File: config.mk
export PLATFORM = sky130hd
export DESIGN_NAME = single_wire_pulse_width_decoder_core
export DESIGN_NICKNAME = d
export VERILOG_FILES = /design/src/swpwd_pkg.sv /design/src/swpwd_cfg.sv /design/src/swpwd_decode.sv /design/src/swpwd_out.sv /design/src/single_wire_pulse_width_decoder_core.sv
export SDC_FILE = /design/constraint.sdc
export NUM_CORES = 1
export LEC_CHECK = 0
export ABC_AREA = 1
export BUFFER_PORTS_ARGS = -buffer_cell sky130_fd_sc_hd__buf_2
export CAP_MARGIN = 30
export CELL_PAD_IN_SITES_DETAIL_PLACEMENT = 1
export CELL_PAD_IN_SITES_GLOBAL_PLACEMENT = 1
export CORE_AREA = 3 3 285 287
export DETAILED_ROUTE_END_ITERATION = 10
export DIE_AREA = 0 0 288 290
export PLACE_DENSITY_LB_ADDON = 0.1
export SLEW_MARGIN = 25
export SYNTH_ARGS = -nofsm -noshare
export SYNTH_HDL_FRONTEND = slang
export SYNTH_SLANG_ARGS = --single-unit
File: constraint.sdc
create_clock -name clk -period 8.8 [get_ports clk]
set_input_delay 1.76 -clock clk [delete_from_list [all_inputs] [get_ports clk]]
set_output_delay 1.76 -clock clk [all_outputs]
set_load 0.1 [all_outputs]
File: src/swpwd_pkg.sv
// Shared types and constants for the single-wire pulse width decoder.
// No dependencies; every file but the assertion header imports it.
package swpwd_pkg;

	localparam int CFG_W           = 16;
	localparam int CFG_IDX_W       = 3;
	localparam int OUT_W           = 48;
	localparam int BYTE_W          = 8;
	localparam int RING_DEPTH      = 8;
	localparam int RING_AW         = $clog2(RING_DEPTH);
	localparam int BIT_CNT_W       = 4;
	localparam int TIME_WIDTH_DEF  = 48;
	localparam int COUNT_WIDTH_DEF = 16;

	localparam logic [CFG_W-1:0] HIGH_MAX_RST    = 16'd1100;
	localparam logic [CFG_W-1:0] ZERO_MIN_RST    = 16'd500;
	localparam logic [CFG_W-1:0] BREAK_MIN_RST   = 16'd1000;
	localparam logic [CFG_W-1:0] LOW_MAX_RST     = 16'd2000;
	localparam logic [CFG_W-1:0] IDLE_WINDOW_RST = 16'd2100;

	typedef enum logic [CFG_IDX_W-1:0] {
		REG_HIGH_MAX    = 3'd0,
		REG_ZERO_MIN    = 3'd1,
		REG_BREAK_MIN   = 3'd2,
		REG_LOW_MAX     = 3'd3,
		REG_IDLE_WINDOW = 3'd4
	} cfg_reg_t;

	typedef enum logic {
		KIND_BYTE  = 1'b0,
		KIND_BREAK = 1'b1
	} kind_t;

	typedef struct packed {
		logic [CFG_W-1:0] high_max;
		logic [CFG_W-1:0] zero_min;
		logic [CFG_W-1:0] break_min;
		logic [CFG_W-1:0] low_max;
		logic [CFG_W-1:0] idle_window;
	} cfg_t;

	typedef struct packed {
		kind_t             kind;
		logic [BYTE_W-1:0] byte_value;
		logic [OUT_W-1:0]  start_time;
		logic [OUT_W-1:0]  end_time;
	} result_t;

endpackage

File: src/swpwd_cfg.sv
// Threshold register file of the pulse width decoder.
// Depends on swpwd_pkg.
module swpwd_cfg import swpwd_pkg::*; (
	input  logic                 clk,
	input  logic                 arst_n,
	input  logic                 cfg_we,
	input  logic [CFG_IDX_W-1:0] cfg_index,
	input  logic [CFG_W-1:0]     cfg_data,
	output cfg_t                 cfg
);

	cfg_t cfg_q;

	always_ff @(posedge clk or negedge arst_n) begin
		if (!arst_n) begin
			cfg_q.high_max    <= HIGH_MAX_RST;
			cfg_q.zero_min    <= ZERO_MIN_RST;
			cfg_q.break_min   <= BREAK_MIN_RST;
			cfg_q.low_max     <= LOW_MAX_RST;
			cfg_q.idle_window <= IDLE_WINDOW_RST;
		end else if (cfg_we) begin
			unique case (cfg_reg_t'(cfg_index))
				REG_HIGH_MAX:    cfg_q.high_max    <= cfg_data;
				REG_ZERO_MIN:    cfg_q.zero_min    <= cfg_data;
				REG_BREAK_MIN:   cfg_q.break_min   <= cfg_data;
				REG_LOW_MAX:     cfg_q.low_max     <= cfg_data;
				REG_IDLE_WINDOW: cfg_q.idle_window <= cfg_data;
				default: ;
			endcase
		end
	end

	assign cfg = cfg_q;

endmodule

File: src/swpwd_decode.sv
// Input register, phase measurement and bit decoding of the pulse width decoder.
// Depends on swpwd_pkg.
module swpwd_decode import swpwd_pkg::*; #(
	parameter int TIME_WIDTH  = TIME_WIDTH_DEF,
	parameter int COUNT_WIDTH = COUNT_WIDTH_DEF
) (
	input  logic    clk,
	input  logic    arst_n,
	input  logic    in_valid,
	input  logic    line_level,
	output logic    in_stall,
	input  logic    skid_full,
	input  cfg_t    cfg,
	output logic    res_valid,
	output result_t res
);

	localparam int CMP_W = (COUNT_WIDTH > CFG_W) ? COUNT_WIDTH : CFG_W;

	function automatic logic [CMP_W-1:0] cnt_ext(input logic [COUNT_WIDTH-1:0] v);
		logic [CMP_W+COUNT_WIDTH-1:0] w;
		w = {{CMP_W{1'b0}}, v};
		return w[CMP_W-1:0];
	endfunction

	function automatic logic [CMP_W-1:0] cfg_ext(input logic [CFG_W-1:0] v);
		logic [CMP_W+CFG_W-1:0] w;
		w = {{CMP_W{1'b0}}, v};
		return w[CMP_W-1:0];
	endfunction

	function automatic logic [OUT_W-1:0] time_out(input logic [TIME_WIDTH-1:0] v);
		logic [OUT_W+TIME_WIDTH-1:0] w;
		w = {{OUT_W{1'b0}}, v};
		return w[OUT_W-1:0];
	endfunction

	// input stage
	logic valid_s1;
	logic line_s1;

	// decoder state
	logic                   synced_q,  synced_d;
	logic                   prev_q,    prev_d;
	logic [COUNT_WIDTH-1:0] len_q,     len_d;
	logic [BIT_CNT_W-1:0]   bc_q,      bc_d;
	logic [BYTE_W-1:0]      shift_q,   shift_d;
	logic [TIME_WIDTH-1:0]  time_q,    time_d;
	logic [TIME_WIDTH-1:0]  pstart_q,  pstart_d;
	logic [TIME_WIDTH-1:0]  lbe_q,     lbe_d;
	logic [RING_AW-1:0]     ptr_q,     ptr_d;
	logic [TIME_WIDTH-1:0]  ring_q [RING_DEPTH];
	logic                   ring_we;

	logic                   go;
	logic                   bc_full;
	logic                   end_att;
	logic [COUNT_WIDTH-1:0] len_inc;
	logic [CMP_W-1:0]       dur;

	assign go       = valid_s1 && !skid_full;
	assign in_stall = valid_s1 && skid_full;
	assign bc_full  = bc_q[BIT_CNT_W-1];
	assign len_inc  = (len_q == '1) ? len_q : len_q + 1'b1;
	assign dur      = cnt_ext(len_inc);

	always_ff @(posedge clk or negedge arst_n) begin
		if (!arst_n) begin
			valid_s1 <= 1'b0;
			line_s1  <= 1'b0;
		end else if (!in_stall) begin
			valid_s1 <= in_valid;
			line_s1  <= line_level;
		end
	end

	always_comb begin
		synced_d = synced_q;
		prev_d   = prev_q;
		len_d    = len_q;
		bc_d     = bc_q;
		shift_d  = shift_q;
		time_d   = time_q;
		pstart_d = pstart_q;
		lbe_d    = lbe_q;
		ptr_d    = ptr_q;
		ring_we  = 1'b0;
		end_att  = 1'b0;
		res_valid      = 1'b0;
		res.kind       = KIND_BYTE;
		res.byte_value = shift_q;
		res.start_time = time_out(ring_q[ptr_q]);
		res.end_time   = time_out(lbe_q);
		if (go) begin
			time_d = time_q + 1'b1;
			if (!synced_q) begin
				if (line_s1) begin
					synced_d = 1'b1;
					prev_d   = 1'b1;
					pstart_d = time_q;
					len_d    = '0;
				end
			end else if (line_s1 == prev_q) begin
				len_d = len_inc;
				if (bc_full && dur >= cfg_ext(cfg.idle_window)) begin
					end_att = 1'b1;
				end
			end else begin
				if (prev_q) begin
					if (dur > cfg_ext(cfg.high_max)) begin
						end_att = 1'b1;
					end
				end else if (dur > cfg_ext(cfg.low_max)) begin
					end_att = 1'b1;
				end else if (dur > cfg_ext(cfg.break_min)) begin
					if (bc_q != '0) begin
						end_att = 1'b1;
					end else begin
						res_valid      = 1'b1;
						res.kind       = KIND_BREAK;
						res.byte_value = '0;
						res.start_time = time_out(pstart_q);
						res.end_time   = time_out(time_q);
					end
				end else begin
					shift_d = {(dur <= cfg_ext(cfg.zero_min)), shift_q[BYTE_W-1:1]};
					ring_we = 1'b1;
					ptr_d   = ptr_q + 1'b1;
					if (!bc_full) begin
						bc_d = bc_q + 1'b1;
					end
					lbe_d = time_q;
				end
				prev_d   = line_s1;
				pstart_d = time_q;
				len_d    = '0;
			end
			if (end_att) begin
				res_valid = bc_full;
				bc_d      = '0;
				shift_d   = '0;
			end
		end
	end

	always_ff @(posedge clk or negedge arst_n) begin
		if (!arst_n) begin
			synced_q <= 1'b0;
			prev_q   <= 1'b0;
			len_q    <= '0;
			bc_q     <= '0;
			shift_q  <= '0;
			time_q   <= '0;
			pstart_q <= '0;
			lbe_q    <= '0;
			ptr_q    <= '0;
		end else begin
			synced_q <= synced_d;
			prev_q   <= prev_d;
			len_q    <= len_d;
			bc_q     <= bc_d;
			shift_q  <= shift_d;
			time_q   <= time_d;
			pstart_q <= pstart_d;
			lbe_q    <= lbe_d;
			ptr_q    <= ptr_d;
		end
	end

	// bit start ring: no reset, only read once eight bits have been written
	always_ff @(posedge clk) begin
		if (ring_we) begin
			ring_q[ptr_q] <= pstart_q;
		end
	end

endmodule

File: src/swpwd_out.sv
// Result register with one skid entry for the pulse width decoder.
// Depends on swpwd_pkg.
module swpwd_out import swpwd_pkg::*; (
	input  logic    clk,
	input  logic    arst_n,
	input  logic    res_valid,
	input  result_t res,
	output logic    skid_full,
	output logic    out_valid,
	input  logic    out_stall,
	output result_t out_res
);

	logic    out_valid_q;
	result_t out_res_q;
	logic    skid_valid_q;
	result_t skid_q;
	logic    out_free;

	assign out_free = !out_valid_q || !out_stall;

	always_ff @(posedge clk or negedge arst_n) begin
		if (!arst_n) begin
			out_valid_q  <= 1'b0;
			skid_valid_q <= 1'b0;
		end else if (out_free) begin
			// drain the skid entry first; the decoder holds while it is full
			out_valid_q  <= skid_valid_q || res_valid;
			skid_valid_q <= 1'b0;
		end else if (res_valid) begin
			skid_valid_q <= 1'b1;
		end
	end

	always_ff @(posedge clk) begin
		if (out_free) begin
			out_res_q <= skid_valid_q ? skid_q : res;
		end else if (res_valid) begin
			skid_q <= res;
		end
	end

	assign skid_full = skid_valid_q;
	assign out_valid = out_valid_q;
	assign out_res   = out_res_q;

endmodule

File: src/single_wire_pulse_width_decoder_core.sv
// Single-wire pulse width decoder: one line sample per request, bytes and breaks out.
// A sample is held in the input register, decoded combinationally, and its result
// goes to the result register or the skid entry. Throughput: one sample per cycle,
// set by the single decode stage; the input stalls only while the skid entry is full.
// Reset (arst_n, asynchronous, active low) clears control state and loads default thresholds.
// Depends on swpwd_pkg, swpwd_cfg, swpwd_decode and swpwd_out.
module single_wire_pulse_width_decoder_core import swpwd_pkg::*; #(
	parameter int TIME_WIDTH  = TIME_WIDTH_DEF,
	parameter int COUNT_WIDTH = COUNT_WIDTH_DEF
) (
	input  logic                 clk,
	input  logic                 arst_n,
	// configuration writes
	input  logic                 cfg_we,
	input  logic [CFG_IDX_W-1:0] cfg_index,
	input  logic [CFG_W-1:0]     cfg_data,
	// sample request channel
	input  logic                 in_valid,
	output logic                 in_stall,
	input  logic                 line_level,
	// result request channel
	output logic                 out_valid,
	input  logic                 out_stall,
	output logic                 result_kind,
	output logic [BYTE_W-1:0]    byte_value,
	output logic [OUT_W-1:0]     start_sample,
	output logic [OUT_W-1:0]     end_sample
);

	cfg_t    cfg;
	logic    res_valid;
	result_t res;
	logic    skid_full;
	result_t out_res;

	// Threshold registers; the user must write them only while the decoder is idle (not enforced).
	swpwd_cfg u_cfg (
		.clk       (clk),
		.arst_n    (arst_n),
		.cfg_we    (cfg_we),
		.cfg_index (cfg_index),
		.cfg_data  (cfg_data),
		.cfg       (cfg)
	);

	// Register the sample, measure the phase that ends at an edge, shift in
	// bits, and flag a break, a completed byte or an idle timeout. Hold the
	// input register while the skid entry is occupied.
	swpwd_decode #(
		.TIME_WIDTH  (TIME_WIDTH),
		.COUNT_WIDTH (COUNT_WIDTH)
	) u_decode (
		.clk        (clk),
		.arst_n     (arst_n),
		.in_valid   (in_valid),
		.line_level (line_level),
		.in_stall   (in_stall),
		.skid_full  (skid_full),
		.cfg        (cfg),
		.res_valid  (res_valid),
		.res        (res)
	);

	// Result register plus one skid entry, so one waiting result does not block
	// the next sample; the input stalls while the skid entry is full.
	swpwd_out u_out (
		.clk       (clk),
		.arst_n    (arst_n),
		.res_valid (res_valid),
		.res       (res),
		.skid_full (skid_full),
		.out_valid (out_valid),
		.out_stall (out_stall),
		.out_res   (out_res)
	);

	// Drive the payload ports from the result register.
	assign result_kind  = out_res.kind;
	assign byte_value   = out_res.byte_value;
	assign start_sample = out_res.start_time;
	assign end_sample   = out_res.end_time;

endmodule

# Word level (Yosys, flattened, before mapping)

Memory sizes are Yosys's and may differ from the RTL's.
Cells that the tools add are included.

$add $sub $neg: 4
$mul: 0
Div/mod/pow operators: 0
Order comparisons: 5
Eq/ne operators: 12
Shifts and indexed selects: 0
Multiplexer cells: 60
Bitwise gates (word level): 5
Reduce and logical (&&, ||, !) cells: 24

Operators by type and width:

| kind                                                 | count |
|---|---|
| 2-to-1 mux 105 bit                                   | 8 |
| 2-to-1 mux 48 bit                                    | 3 |
| 2-to-1 mux 16 bit                                    | 4 |
| adder 48 x 1 -> 48 bit (second input constant)       | 1 |
| greater-than comparator 16 bit                       | 3 |
| 2-to-1 mux 8 bit                                     | 6 |
| 2-to-1 mux 1 bit                                     | 32 |
| 2-to-1 mux 4 bit                                     | 7 |
| adder 16 x 1 -> 16 bit (second input constant)       | 1 |
| equality test 16 bit (second input constant)         | 1 |
| >= comparator 16 bit                                 | 1 |
| <= comparator 16 bit                                 | 1 |
| AND reduction 2 bit                                  | 7 |
| != test 2 bit (second input constant)                | 6 |
| AND reduction 6 bit                                  | 2 |
| AND reduction 7 bit                                  | 1 |
| equality test 3 x 2 -> 1 bit (second input constant) | 2 |
| nonzero test 2 bit                                   | 3 |
| inverter 1 bit                                       | 5 |
| adder 4 x 1 -> 4 bit (second input constant)         | 1 |
| nonzero test 4 bit                                   | 1 |
| adder 3 x 1 -> 3 bit (second input constant)         | 1 |
| equality test 3 x 1 -> 1 bit (second input constant) | 1 |
| equality test 3 bit (second input constant)          | 1 |
| 6 further kinds                                      | 11 |

Register bits after elaboration: 471
Latch bits: 0
Memory bits (writable): 384
Memory bits (read-only): 0
Input port bits: 25
Output and inout bits: 107
Logic and storage cells: 138
Memories kept: 1

Memory list:

| memory          | words | width | rd ports | clocked after memory_dff | wr ports | RTL line           | text |
|---|---|---|---|---|---|---|---|
| u_decode.ring_q | 8     | 48    | 1        | 0                        | 1        | swpwd_decode.sv:52 | `logic [TIME_WIDTH-1:0] ring_q [RING_DEPTH];` |

# Depth between registers and ports, before layout

Word-level depth: 13
Gate-level depth with buffers: 30
Depth with buffers taken out: 29

# Hierarchy

A second synthesis with hierarchy kept.

Cell total of the unflattened synthesis: 3067
Area total of the unflattened synthesis: 35472.8 um^2

Modules (own cells, without submodules):

| module       | times used | cells each | area an instance (um^2) | sequential area each (um^2) |
|---|---|---|---|---|
| swpwd_decode | 1          | 2154       | 24482.2                 | 16010.4 |
| swpwd_out    | 1          | 557        | 7713.6                  | 6356.1 |
| swpwd_cfg    | 1          | 356        | 3276.9                  | 2034.5 |

# Least setup slack after synthesis

No wires, ideal clock.

Kind: input-to-reg
Start: input port out_stall
End: register u_out.skid_q[0] in the netlist's numbering, enable pin
Library setup time: 569 ps
Arrival: 8850 ps
Required time: 8231 ps
Slack: -619 ps
Stages on the path: 2
Buffers on the path: 0
Path through: nand2_1 > nor2_1

Word-level cells in the longest chain between the ends: 4

Ends and longest elaborated chain:

| item                                 | RTL line                                   | text |
|---|---|---|
| start: declaration                   | single_wire_pulse_width_decoder_core.sv:23 | `input logic out_stall,` |
| zero test 1 bit                      | swpwd_out.sv:20                            | `assign out_free = !out_valid_q \|\| !out_stall;` |
| logical OR 1 bit                     | swpwd_out.sv:20                            |  |
| inverter 1 bit (no source line)      | n/a                                        |  |
| AND reduction 2 bit (no source line) | n/a                                        |  |
| end signal: assignment               | swpwd_out.sv:39                            | `skid_q <= res;` |
| end: declaration                     | swpwd_out.sv:17                            | `result_t skid_q;` |

Every way passes these cells.
A chain may end at the register's enable or synchronous reset.

# Worst setup path in the final report

Start: register u_decode.len_q[0]
End: memory u_decode.ring_q[3][0] in the netlist's numbering, enable pin

Word-level cells in the longest chain between the ends: 11
Elaborated cells between the ends (all ways): 13
Those cells by class: 1 x add/sub; 2 x order compare; 1 x eq/ne; 9 x mux

Ends and longest elaborated chain:

| item                                                                  | RTL line            | text |
|---|---|---|
| start: declaration                                                    | swpwd_decode.sv:45  | `logic [COUNT_WIDTH-1:0] len_q, len_d;` |
| start signal: assignment                                              | swpwd_decode.sv:160 | `len_q <= len_d;` |
| adder 16 x 1 -> 16 bit / equality test 16 bit (equally long branches) | swpwd_decode.sv:64  | `assign len_inc = (len_q == '1) ? len_q : len_q + 1'b1;` |
| 2-to-1 mux 16 bit *                                                   | swpwd_decode.sv:64  |  |
| greater-than comparator 16 bit                                        | swpwd_decode.sv:115 | `end else if (dur > cfg_ext(cfg.break_min)) begin` |
| 2-to-1 mux 1 bit                                                      | swpwd_decode.sv:115 |  |
| 2-to-1 mux 1 bit *                                                    | swpwd_decode.sv:113 | `end else if (dur > cfg_ext(cfg.low_max)) begin` |
| 2-to-1 mux 1 bit *                                                    | swpwd_decode.sv:109 | `if (prev_q) begin` |
| 2-to-1 mux 1 bit *                                                    | swpwd_decode.sv:103 | `end else if (line_s1 == prev_q) begin` |
| 2-to-1 mux 1 bit *                                                    | swpwd_decode.sv:96  | `if (!synced_q) begin` |
| 2-to-1 mux 1 bit *                                                    | swpwd_decode.sv:94  | `if (go) begin` |
| 2-to-1 mux 1 bit *                                                    | swpwd_decode.sv:172 | `if (ring_we) begin` |
| 2-to-1 mux 1 bit (implied by the code) *                              | swpwd_decode.sv:173 | `ring_q[ptr_q] <= pstart_q;` |
| end: declaration                                                      | swpwd_decode.sv:52  |  |

Every way passes the cells marked *; elsewhere a longest branch is shown, timed or not.

==> metrics.cfg <==
[routing]
dr_wl_met2_um = 46180
wl_met3_um = 4210
wl_met1_um = 44250
dr.first_iter.drc_count = 1643
routedWlPerCell_um = 22.25
drt_first_pass_iters = 7
drc = 0
top_layer = met4
drtAntennaViolNets = 0
viasPerCell = 5.417
vias = 23444
postRouteWirelength_um = 96320

[floorplan]
die_h_um = 290
io-pin-count = 132
rows = 103
start_util = 0.4494
fp.dieW_um = 288
die_area_mm2 = 0.08352
core_area_mm2 = 0.07887

[clock_network]
post-cts-setup-buffers = 0
ctsHoldBuffers = 0
clkSlewWorstSetupHoldPaths_ps = 60
h-tree-depth = 3
numCtsBuffers = 90
ctsResizeCount = 0
ctsRootBufferMaster = clkbuf_16
clk-insertion-delay-late_ps = 650
cts_tree = built
cts.sinks = 855
clockBufferDepth = 3

[timing]
hold-worst-slack_ps = 469.2
worst_pin_slew_ps = 937.0
slew_headroom = 0.3753
finalHoldViolCount = 0
drv_slew = 0
fin_crit_sh = 0.6748
finalCriticalPeriod_ps = 5938
finClkSkew_ps = 20.16
tns_ps = 0
finalWorstSetupSlack_ps = 2862
finalSetupViolCount = 0
rsz0062_at_grt = false
fmax_mhz = 168.4

[logic_synthesis]
synth_cells = 3063
ys_ff_latch = 855
syn_area_mm2 = 0.03545
synth_flop_cell = edfxtp_1
syn_avg_cell_area_um2 = 11.57
yosysWarnings = 0
synth_edf_count = 594
synth_nets = 3169
async_reset_ff_frac = 0.3053
synth_cell_types = 49
ys_seq_area_frac = 0.6884

[placement]
dpl-instance-area_mm2 = 0.03735
hpwlAfterDp_um = 59820
place.gp.congestion = 0.8482
portBuffers = 131
pre_cts_slack_ps = 2923

[cells_and_area]
antennaDiodeCount = 0
regArea_mm2 = 0.02440
syn_to_final_growth_pct = 14.07
fillers = 8306
multi_input_area_mm2 = 0.009500
final_nets = 3309
stdcell_area_mm2 = 0.04043
drive_gt1_frac = 0.1174

[power]
irDropWorstVdd_v = 0.0003006
p_per_area_mw_per_mm2 = 328.7
pwr-share-comb = 0.312
p_sw_w = 0.005072
power_leakage_nw = 16.42
clkPwrFrac = 0.291
p_int_w = 0.008219
p_seq_frac = 0.397
swShare = 0.3816
power.total_w = 0.01329

[global_routing]
antenna_found_initial = 4
grtUsageTotal = 0.2310
overflow = 0
first_global_vias = 25042
grt_max_degree = 137
grt_first_pass_wirelength_um = 149200

[critical_path]
worstPathRequired_ps = 9090
cp-start-kind = flop
endpoint_kind = flop
worst_ep_arrival_time_ps = 6230
cp_max_fo = 25
worstSetupPathType = reg -> reg

[run_status]
status = finished, final reports clean

[worst_hold_path]
hold_path.class = reg -> reg

[run]
maxCapViolCount = 0

[stage by stage]
step | util | instances
global placement | 0.4730 | 4156
floorplan | - | 3063
global route | 0.5126 | 4328
finish | 0.5126 | 4328
CTS | 0.5117 | 4325
detailed placement | 0.4736 | 4158
[layout make-up]
type / instances / share of cell area
sequential: 855 / 0.6036
multi-input combinational: 1784 / 0.2350
clock buffer: 120 / 0.06205
tap: 1050 / 0.03249
inverter: 299 / 0.02782
timing repair buffer: 173 / 0.02664
clock inverter: 47 / 0.01241
[worst max-delay path, cell delays in order, from the launching register on]
cell     delay (ps)
dfrtp_1         400
ha_1            230
inv_1           100
nor2_1           60
nand2_1         140
nor2_1          100
inv_1            90
nand3_1         160
nor3_1          360
nand3_1         170
xor2_1          220
inv_1           160
ha_1            320
nand4_1         130
nor2_1          250
and3_1          230
o21ai_0          90
nand2_1         120
nand2_2         120
a21oi_2         240
nand2_1         360
buf_8           280
nor2_4          700
buf_4           520
[cell usage in the layout (no fill, tap or decap), types with 5 or more instances in the layout]
cell,count
nand2_1,814
edfxtp_1,594
inv_1,290
o21ai_0,247
dfrtp_1,234
buf_2,130
nand3_1,94
clkbuf_16,93
ha_1,81
nor2_1,70
o21ai_1,68
a221oi_1,65
xor2_1,57
a22o_1,54
nand4_1,46
a21oi_1,40
buf_4,34
nor3_1,32
a22oi_1,31
dfstp_2,26
clkbuf_1,19
clkinv_1,17
clkinv_2,16
nor4_1,11
o22ai_1,10
bufinv_16,9
or2_2,8
nor3_2,8
clkbuf_8,8
nand2_2,7
inv_2,5
nor2_4,5
[registers in the layout, summed over array words and instances (netlist names), 3 cells and up]
name               flops
u_decode.ptr_q         3
u_out.out_res        105
u_decode.time_q       48
u_out.skid_q         105
u_decode.bc_q          4
u_decode.pstart_q     48
u_cfg.cfg             80
u_decode.len_q        16
u_decode.ring_q      384
u_decode.lbe_q        48
u_decode.shift_q       8
[cell families (layout without fill, tap and decap cells)]
logic type | count (synthesis) | in the layout | share of synthesized area
and+or+nand+nor | 1116 | 1116 | 0.1310
DFF | 855 | 855 | 0.6884
AOI/OAI and AO/OA | 529 | 529 | 0.09114
buffers and inverters | 424 | 639 | 0.04652
adders and majority gates | 81 | 81 | 0.02859
xor gates and xnor gates | 58 | 58 | 0.01433
[Yosys cell counts (all sizes together) (41+ instances only)]
master  number  area share
nand2      824       0.088
edfxtp     594        0.50
o21ai      315       0.044
inv        296       0.031
dfrtp      235        0.17
nand3       96       0.014
clkbuf      92      0.0097
ha          81       0.029
nor2        77      0.0083
a221oi      65       0.016
xor2        57       0.014
a22o        54       0.013
nand4       47      0.0085
a21oi       41      0.0059
nor3        41      0.0065
[path summary, 6_finish.rpt]
path / startpoint / endpoint / slack [ps] / cells past startpoint
min in group asynchronous: arst_n / u_decode.lbe_q[22] / 1010 / 1
max reg2reg: u_decode.len_q[0] / u_decode.ring_q[3][0] / 2860 / 23
min reg2reg: u_decode.time_q[31] / u_decode.time_q[31] / 470 / 1
max in group asynchronous: arst_n / u_out.skid_full / 6190 / 3
min: u_decode.time_q[31] / u_decode.time_q[31] / 470 / 1
max: u_decode.len_q[0] / u_decode.ring_q[3][0] / 2860 / 23
[power groups by stage]
stage	clock (W)	combinational, W	sequential (W)
final	0.00387	0.00415	0.00528
after global routing	0.00412	0.00451	0.00533
after CTS	0.00395	0.00419	0.00528
after detailed placement	0	0.00416	0.00535
after global placement	0	0.00404	0.00534
after floorplan	0	0.00174	0.00663
[metal layers]
metal,track usage,vias up
met2,0.3813,501
li1,-,10924
met5,0,-
met1,0.3253,11905
met3,0.03229,114
met4,0.05437,0
No activity file was read; power rests on OpenSTA's default activity.
